File: src/hdl/assert_macros.svh
// Assertion macros shared by the dispatcher RTL.
`ifndef ASSERT_MACROS_SVH
`define ASSERT_MACROS_SVH
`ifndef SYNTHESIS
`define SPCD_ASSERT(lbl, clk, rst_n, prop, msg) \
  lbl: assert property (@(posedge clk) disable iff (!rst_n) (prop)) else $error(msg);
`define SPCD_ASSERT_NEXT(lbl, clk, rst_n, ante, cons, msg) \
  lbl: assert property (@(posedge clk) disable iff (!rst_n) (ante) |=> (cons)) else $error(msg);
`else
`define SPCD_ASSERT(lbl, clk, rst_n, prop, msg)
`define SPCD_ASSERT_NEXT(lbl, clk, rst_n, ante, cons, msg)
`endif
`endif

File: src/hdl/spcd_pkg.sv
// Types, constants and helpers for the strict priority call dispatcher.
`default_nettype none
package spcd_pkg;

  localparam int QUEUE_DEPTH = 16;
  localparam int CLASS_COUNT = 4;
  localparam int PTR_W       = $clog2(QUEUE_DEPTH);
  localparam int CNT_W       = $clog2(QUEUE_DEPTH + 1);
  localparam int CLS_W       = (CLASS_COUNT > 1) ? $clog2(CLASS_COUNT) : 1;
  localparam int ADDR_W      = CLS_W + PTR_W;
  localparam int MEM_DEPTH   = CLASS_COUNT * (2 ** PTR_W);
  localparam int ID_W        = 16;
  localparam int DUR_W       = 16;
  localparam int CMDQ_DEPTH  = 2;
  localparam int QPTR_W      = $clog2(CMDQ_DEPTH);
  localparam int QCNT_W      = $clog2(CMDQ_DEPTH + 1);

  typedef enum logic {
    MODE_ARRIVAL = 1'b0,
    MODE_TICK    = 1'b1
  } mode_e;

  typedef enum logic {
    BK_IDLE,
    BK_READ
  } back_state_e;

  typedef struct packed {
    logic             mode;
    logic [1:0]       caller_class;
    logic [ID_W-1:0]  caller_id;
    logic [DUR_W-1:0] service_ticks;
  } req_t;

  typedef struct packed {
    logic            answered;
    logic [ID_W-1:0] answered_id;
    logic [1:0]      answered_class;
    logic            server_busy;
    logic            all_idle;
    logic            arrival_dropped;
  } rsp_t;

  typedef struct packed {
    mode_e            mode;
    logic [CLS_W-1:0] cls;
    logic [ID_W-1:0]  id;
    logic [DUR_W-1:0] dur;
  } cmd_t;

  typedef struct packed {
    logic valid;
    cmd_t cmd;
  } cmdq_t;

  typedef struct packed {
    logic [ID_W-1:0]  id;
    logic [DUR_W-1:0] dur;
  } entry_t;

  function automatic logic [CLS_W-1:0] clamp_class(input logic [1:0] c);
    logic [CLS_W-1:0] r;
    if (int'(c) >= CLASS_COUNT) begin
      r = CLS_W'(CLASS_COUNT - 1);
    end else begin
      r = CLS_W'(c);
    end
    return r;
  endfunction

  function automatic logic [PTR_W-1:0] ptr_next(input logic [PTR_W-1:0] p);
    logic [PTR_W-1:0] r;
    if (p == PTR_W'(QUEUE_DEPTH - 1)) begin
      r = '0;
    end else begin
      r = p + PTR_W'(1);
    end
    return r;
  endfunction

endpackage
`default_nettype wire

File: src/hdl/strict_priority_call_dispatcher.sv
// Arrival, counting tick: command queue, then result register; answering tick adds the store read.
// Throughput: one beat per cycle, but an answering tick holds the back end in its store read.
// busy_o rises when the 2-entry command queue is full; results cannot be stalled.
// Reset clears queue pointers, fill counts, service counter and control; store contents stay
// undefined and need no clearing pass.
`default_nettype none
module strict_priority_call_dispatcher import spcd_pkg::*; (
  input  wire logic clk_i,
  input  wire logic rst_ni,
  input  wire logic start_i,
  input  wire req_t req_i,
  output logic      busy_o,
  output logic      done_o,
  output rsp_t      rsp_o
);

  cmdq_t cmdq;
  logic  pop;

  spcd_front u_front (
    .clk_i  (clk_i),
    .rst_ni (rst_ni),
    .start_i(start_i),
    .req_i  (req_i),
    .busy_o (busy_o),
    .pop_i  (pop),
    .cmd_o  (cmdq)
  );

  spcd_back u_back (
    .clk_i (clk_i),
    .rst_ni(rst_ni),
    .cmd_i (cmdq),
    .pop_o (pop),
    .done_o(done_o),
    .rsp_o (rsp_o)
  );

endmodule
`default_nettype wire

File: src/hdl/spcd_front.sv
// Front end: accepts beats, classifies them and holds them in a short command queue.
`default_nettype none
`include "assert_macros.svh"
module spcd_front import spcd_pkg::*; (
  input  wire logic  clk_i,
  input  wire logic  rst_ni,
  input  wire logic  start_i,
  input  wire req_t  req_i,
  output logic       busy_o,
  input  wire logic  pop_i,
  output cmdq_t      cmd_o
);

  cmd_t              buf_q [CMDQ_DEPTH];
  logic [QPTR_W-1:0] wr_q, wr_d;
  logic [QPTR_W-1:0] rd_q, rd_d;
  logic [QCNT_W-1:0] count_q, count_d;
  logic              push;
  cmd_t              cmd_in;

  assign busy_o = (count_q == QCNT_W'(CMDQ_DEPTH));
  assign push   = start_i && !busy_o;

  always_comb begin
    cmd_in.mode = req_i.mode ? MODE_TICK : MODE_ARRIVAL;
    cmd_in.cls  = clamp_class(req_i.caller_class);
    cmd_in.id   = req_i.caller_id;
    cmd_in.dur  = req_i.service_ticks;
  end

  always_comb begin
    wr_d    = push ? wr_q + QPTR_W'(1) : wr_q;
    rd_d    = pop_i ? rd_q + QPTR_W'(1) : rd_q;
    count_d = count_q + QCNT_W'(push) - QCNT_W'(pop_i);
  end

  assign cmd_o.valid = (count_q != '0);
  assign cmd_o.cmd   = buf_q[rd_q];

  always_ff @(posedge clk_i) begin
    if (push) begin
      buf_q[wr_q] <= cmd_in;
    end
  end

  always_ff @(posedge clk_i or negedge rst_ni) begin
    if (!rst_ni) begin
      wr_q    <= '0;
      rd_q    <= '0;
      count_q <= '0;
    end else begin
      wr_q    <= wr_d;
      rd_q    <= rd_d;
      count_q <= count_d;
    end
  end

  `SPCD_ASSERT(a_cmdq_bound, clk_i, rst_ni, count_q <= QCNT_W'(CMDQ_DEPTH), "command queue overflow")
  `SPCD_ASSERT(a_pop_nonempty, clk_i, rst_ni, !pop_i || (count_q != '0), "pop from empty command queue")

endmodule
`default_nettype wire

File: src/hdl/spcd_back.sv
// Back end: class queues, priority selection, service counter and result register.
`default_nettype none
`include "assert_macros.svh"
module spcd_back import spcd_pkg::*; (
  input  wire logic  clk_i,
  input  wire logic  rst_ni,
  input  wire cmdq_t cmd_i,
  output logic       pop_o,
  output logic       done_o,
  output rsp_t       rsp_o
);

  entry_t            mem_q [MEM_DEPTH];
  entry_t            rd_q;
  logic              mem_we, mem_re;
  logic [ADDR_W-1:0] waddr, raddr;
  entry_t            wdata;

  logic [PTR_W-1:0]  head_q [CLASS_COUNT];
  logic [PTR_W-1:0]  head_d [CLASS_COUNT];
  logic [PTR_W-1:0]  tail_q [CLASS_COUNT];
  logic [PTR_W-1:0]  tail_d [CLASS_COUNT];
  logic [CNT_W-1:0]  cnt_q  [CLASS_COUNT];
  logic [CNT_W-1:0]  cnt_d  [CLASS_COUNT];
  logic [DUR_W-1:0]  rem_q, rem_d;
  logic [CLS_W-1:0]  sel_q, sel_d, pick;
  logic              any_ne, none_left, drop;
  back_state_e       state_q, state_d;
  rsp_t              rsp_q, rsp_d;
  logic              done_q, done_d;
  logic              start_pop;

  always_comb begin
    pick   = '0;
    any_ne = 1'b0;
    for (int c = CLASS_COUNT - 1; c >= 0; c--) begin
      if (cnt_q[c] != '0) begin
        pick   = CLS_W'(c);
        any_ne = 1'b1;
      end
    end
  end

  assign start_pop = (state_q == BK_IDLE) && cmd_i.valid && (cmd_i.cmd.mode == MODE_TICK)
                     && (rem_q == '0) && any_ne;

  always_comb begin
    state_d = state_q;
    unique case (state_q)
      BK_IDLE: begin
        if (start_pop) begin
          state_d = BK_READ;
        end
      end
      BK_READ: begin
        state_d = BK_IDLE;
      end
      default: begin
        state_d = BK_IDLE;
      end
    endcase
  end

  always_comb begin
    pop_o  = 1'b0;
    mem_we = 1'b0;
    mem_re = 1'b0;
    waddr  = {cmd_i.cmd.cls, tail_q[cmd_i.cmd.cls]};
    raddr  = {pick, head_q[pick]};
    wdata.id  = cmd_i.cmd.id;
    wdata.dur = cmd_i.cmd.dur;
    head_d = head_q;
    tail_d = tail_q;
    cnt_d  = cnt_q;
    rem_d  = rem_q;
    sel_d  = sel_q;
    drop   = 1'b0;
    done_d = 1'b0;
    rsp_d  = '0;
    unique case (state_q)
      BK_IDLE: begin
        if (cmd_i.valid) begin
          pop_o  = 1'b1;
          done_d = 1'b1;
          if (cmd_i.cmd.mode == MODE_ARRIVAL) begin
            if (cnt_q[cmd_i.cmd.cls] == CNT_W'(QUEUE_DEPTH)) begin
              drop = 1'b1;
            end else begin
              mem_we = 1'b1;
              tail_d[cmd_i.cmd.cls] = ptr_next(tail_q[cmd_i.cmd.cls]);
              cnt_d[cmd_i.cmd.cls]  = cnt_q[cmd_i.cmd.cls] + CNT_W'(1);
            end
          end else if (rem_q != '0) begin
            rem_d = rem_q - DUR_W'(1);
          end else if (any_ne) begin
            mem_re       = 1'b1;
            done_d       = 1'b0;
            head_d[pick] = ptr_next(head_q[pick]);
            cnt_d[pick]  = cnt_q[pick] - CNT_W'(1);
            sel_d        = pick;
          end
        end
      end
      BK_READ: begin
        done_d               = 1'b1;
        rem_d                = (rd_q.dur == '0) ? '0 : rd_q.dur - DUR_W'(1);
        rsp_d.answered       = 1'b1;
        rsp_d.answered_id    = rd_q.id;
        rsp_d.answered_class = 2'(sel_q);
      end
      default: begin
        done_d = 1'b0;
      end
    endcase
    none_left = 1'b1;
    for (int c = 0; c < CLASS_COUNT; c++) begin
      if (cnt_d[c] != '0) begin
        none_left = 1'b0;
      end
    end
    rsp_d.server_busy     = (rem_d != '0);
    rsp_d.all_idle        = (rem_d == '0) && none_left;
    rsp_d.arrival_dropped = drop;
  end

  always_ff @(posedge clk_i) begin
    if (mem_we) begin
      mem_q[waddr] <= wdata;
    end
    if (mem_re) begin
      rd_q <= mem_q[raddr];
    end
  end

  always_ff @(posedge clk_i) begin
    sel_q <= sel_d;
    rsp_q <= rsp_d;
  end

  always_ff @(posedge clk_i or negedge rst_ni) begin
    if (!rst_ni) begin
      state_q <= BK_IDLE;
      rem_q   <= '0;
      done_q  <= 1'b0;
      for (int c = 0; c < CLASS_COUNT; c++) begin
        head_q[c] <= '0;
        tail_q[c] <= '0;
        cnt_q[c]  <= '0;
      end
    end else begin
      state_q <= state_d;
      rem_q   <= rem_d;
      done_q  <= done_d;
      head_q  <= head_d;
      tail_q  <= tail_d;
      cnt_q   <= cnt_d;
    end
  end

  assign done_o = done_q;
  assign rsp_o  = rsp_q;

  `SPCD_ASSERT(a_busy_match, clk_i, rst_ni, !done_q || (rsp_q.server_busy == (rem_q != '0)), "server_busy disagrees with counter")
  `SPCD_ASSERT_NEXT(a_read_answers, clk_i, rst_ni, state_q == BK_READ, done_q && rsp_q.answered, "pop did not answer")
  `SPCD_ASSERT(a_pop_has_entry, clk_i, rst_ni, !mem_re || (cnt_q[pick] != '0), "pop from empty class queue")

endmodule
`default_nettype wire
File: config.mk
export PLATFORM = sky130hd
export DESIGN_NAME = strict_priority_call_dispatcher
export DESIGN_NICKNAME = d
export VERILOG_FILES = /design/src/hdl/spcd_pkg.sv /design/src/hdl/strict_priority_call_dispatcher.sv /design/src/hdl/spcd_front.sv /design/src/hdl/spcd_back.sv
export VERILOG_INCLUDE_DIRS = /design/src /design/src/hdl
export SDC_FILE = /design/constraint.sdc
export NUM_CORES = 2
export LEC_CHECK = 0
export ABC_AREA = 1
export BUFFER_PORTS_ARGS = -buffer_cell sky130_fd_sc_hd__buf_2
export CORE_MARGIN = 4
export CORE_UTILIZATION = 28
export DETAILED_ROUTE_END_ITERATION = 8
export GPL_ROUTABILITY_DRIVEN = 1
export PLACE_DENSITY = 0.38
export SLEW_MARGIN = 20
export SYNTH_ARGS = -nofsm -noshare
export SYNTH_HDL_FRONTEND = slang
export SYNTH_HIERARCHICAL = 1
export SYNTH_SLANG_ARGS = --single-unit
File: constraint.sdc
create_clock -name clk_i -period 12.9 [get_ports clk_i]
set_clock_uncertainty 0.15 [all_clocks]
set_input_delay 1.29 -clock clk_i [delete_from_list [all_inputs] [get_ports clk_i]]
set_output_delay 1.29 -clock clk_i [all_outputs]
set_load 0.05 [all_outputs]
==> out/qor.txt <==
Syn Inst Count - 8,921
Met1 Routed Length - 168.0 mm
Layout cells sized above 1 - 8.541%
Die height - 602.4 µm
Warnings, synthesis - 6
Multi-input gate area - 0.02549 mm²
Routed wl met3 - 17.19 mm
Max Fclk - 0.1501 GHz
Post-route ant nets - 0
DR iter-0 viols - 5,876
Largest net degree at the start of global routing - 214
Netlist cell types - 41
Fin nets - 8,956
Net count after synthesis - 8,968
Most frequent cells in the layout - 2,152 x edfxtp_1, 1,688 x nand2_1, 1,529 x nand3_1, 1,210 x inv_1, 644 x nand3b_1
Worst vdd ir - 0.2210 mV
Slew @ Worst Pin - 1.161 ns
Final hold violations - 0
Clk Tree Root Cell - clkbuf_16
Clock Sinks - 2,248
Mapped Area - 0.09893 mm²
Setup CP Type - reg2reg
Clock transition at path regs - 0.06 ns
Status - completed
Power Density - 255.3 mW/mm²
Via count - 66,250
CP Data Required Time - 13.45 ns
Commonest non-fill, non-tap cell in the layout - edfxtp_1
Max_slew headroom - 22.44%
Grt ovf - 0
Leakage - 42.16 nW
Drt drc - 0
Initial antenna violation count - 25
First-pass GRT wire length - 507.2 mm
Final Max Slew Viols - 0
Cell Rows - 218
Period utilization - 51.66%
Min-delay worst type - in2async
Setup_tns - 0 ns
Flops & latches, synth - 2,248
Final setup viols - 0
Storage element area - 0.06692 mm²
Via density - 4.780
Die ar. - 0.3629 mm²
CTS Buf Count - 274
Setup WS pre-CTS - 6.158 ns
Core Footprint - 0.3521 mm²
Post-CTS Hold Buffers - 0
Final wirelength - 361.2 mm
I/O pin total - 62
Arrival time at the worst endpoint - 7.22 ns
Gr usage total - 19.34%
Worst setup margin - 6.236 ns
Initial Util - 28.09%
Area delta synth->final - 14.41%
Drt wl/cell - 26.06 µm
Setup bufs post-CTS - 0
Top Layer Used - met5
CTS tree - done
Crit start category - register
Syn avg cell area - 11.09 µm²
Hpwl dp - 195.2 mm
Die width - 602.4 µm
Wire length on met2 - 166.7 mm
# port buffers - 61
CP Capture Type - register
Reg2reg setup slack - 6.24 ns
Number of max-cap violations - 0
Register area share after synthesis - 67.64%
# resized after CTS - 0
Max FO, Critical Path - 94
Fillers - 35,580
First drt pass iteration count - 5
RSZ-0062 raised after global routing - no
Final min period - 6.664 ns
Htree depth - 5
Number of global-route vias before repair - 64,160
Clk buf depth - 4
Gpl congestion - 0.8108
Clock latency at the later pin of the worst-skew pair - 0.88 ns
[state kept, by name (all words and copies together) (netlist names)]
| name | cells |
|---|---|
| u_back/mem_q | 2048 |
| u_front/buf_q | 70 |
| u_back/rd_q | 32 |
| u_back/rsp_o | 22 |
| u_back/cnt_q | 20 |
| u_back/head_q | 16 |
| u_back/rem_q | 16 |
| u_back/tail_q | 16 |
| u_back/sel_q | 2 |
| u_front/count_q | 2 |
| u_back/done_o | 1 |
| u_back/state_q | 1 |
| u_front/rd_q | 1 |
| u_front/wr_q | 1 |
[critical path, stage by stage, from the launching register on]
cell	delay, ns
dfrtp_1	0.44
nor2_1	0.18
nand3_2	0.22
nor2_4	0.23
nor2_8	0.07
nor2_8	0.67
nand2_8	0.68
nand2_8	0.76
buf_4	0.75
buf_4	0.72
nor2_1	0.09
nor2_1	0.13
nand2_1	0.06
nand3_1	0.14
nand3_1	0.20
nand2_1	0.43
nand2_1	0.30
nand4_1	0.16
[power by group]
part	switching, mW	leakage, nW	internal, mW	total [mW]
Combinational	9.27	17.5	2.57	11.8
Sequential	0.166	20.6	9.53	9.70
Clock	3.10	4.07	4.25	7.35
Total	12.5	42.2	16.4	28.9
[metal layers]
metal | vias to the layer above | track usage, %
met1 | 33750 | 27.53
met2 | 1634 | 31.37
li1 | 30460 | -
met3 | 400 | 2.217
met5 | - | 0
met4 | 2 | 4.878
[stage by stage]
step | std cells | hold WS (ns) | instance area (µm²) | power [mW] | util, %
final | 13860 | 0.08946 | 113200 | 28.89 | 32.14
after CTS | 13840 | 0.008019 | 113100 | 29.32 | 32.12
after detailed placement | 13360 | 0.3163 | 104800 | 21.87 | 29.75
after floorplan | 8921 | 0.2565 | 98930 | 16.42 | -
after global placement | 13360 | 0.3042 | 104700 | 21.87 | 29.74
after global routing | 13840 | 0.05070 | 113100 | 30.44 | 32.13
[worst paths after layout]
| check | from | to | cells after the start |
|---|---|---|---|
| min | rst_ni | u_back/done_o | 1 |
| max in group asynchronous | rst_ni | u_back/rem_q[4] | 2 |
| max reg2reg | u_back/cnt_q[5] | u_back/rd_q[4] | 17 |
| min reg2reg | u_front/wr_q | u_front/wr_q | 2 |
| min in group clk_i | u_front/wr_q | u_front/wr_q | 2 |
| max | u_back/cnt_q[5] | u_back/rd_q[4] | 17 |
[synth_stat cells (all sizes together)]
cell type,number,area share (%)
a21oi,232,1.2
a22oi,7,0.053
and2,3,0.019
buf,443,2.4
clkbuf,90,0.34
dfrtp,74,1.9
dfxtp,22,0.45
edfxtp,2152,65
ha,9,0.11
inv,1217,4.6
nand2,1696,6.5
nand3,1532,7.8
nand3b,644,4.9
nand4,37,0.23
nor2,281,1.2
nor3,15,0.076
nor4,1,0.0063
o211ai,66,0.50
o21a,1,0.0076
o21ai,210,1.2
o21bai,2,0.015
o22ai,3,0.019
or2,164,1.0
xnor2,5,0.044
xor2,15,0.13
[final cells by class]
type | count | area share (%)
Antenna cell | 20 | 0.04422
Inverter | 1217 | 4.059
Multi-Input combinational cell | 4923 | 22.52
Timing Repair Buffer | 245 | 1.646
Clock buffer | 356 | 6.516
Clock inverter | 120 | 0.8623
Tap cell | 4730 | 5.229
Sequential cell | 2248 | 59.12
[kinds of logic after synthesis]
| group | count (synthesis) | synth area share, % |
|---|---|---|
| compound gates | 521 | 2.949 |
| flops | 2248 | 67.64 |
| simple gates | 4373 | 21.72 |
| fa+ha+maj | 9 | 0.1138 |
| buf+inv | 1750 | 7.404 |
| xor+xnor | 20 | 0.1771 |
(Power assumes the default switching activity.)
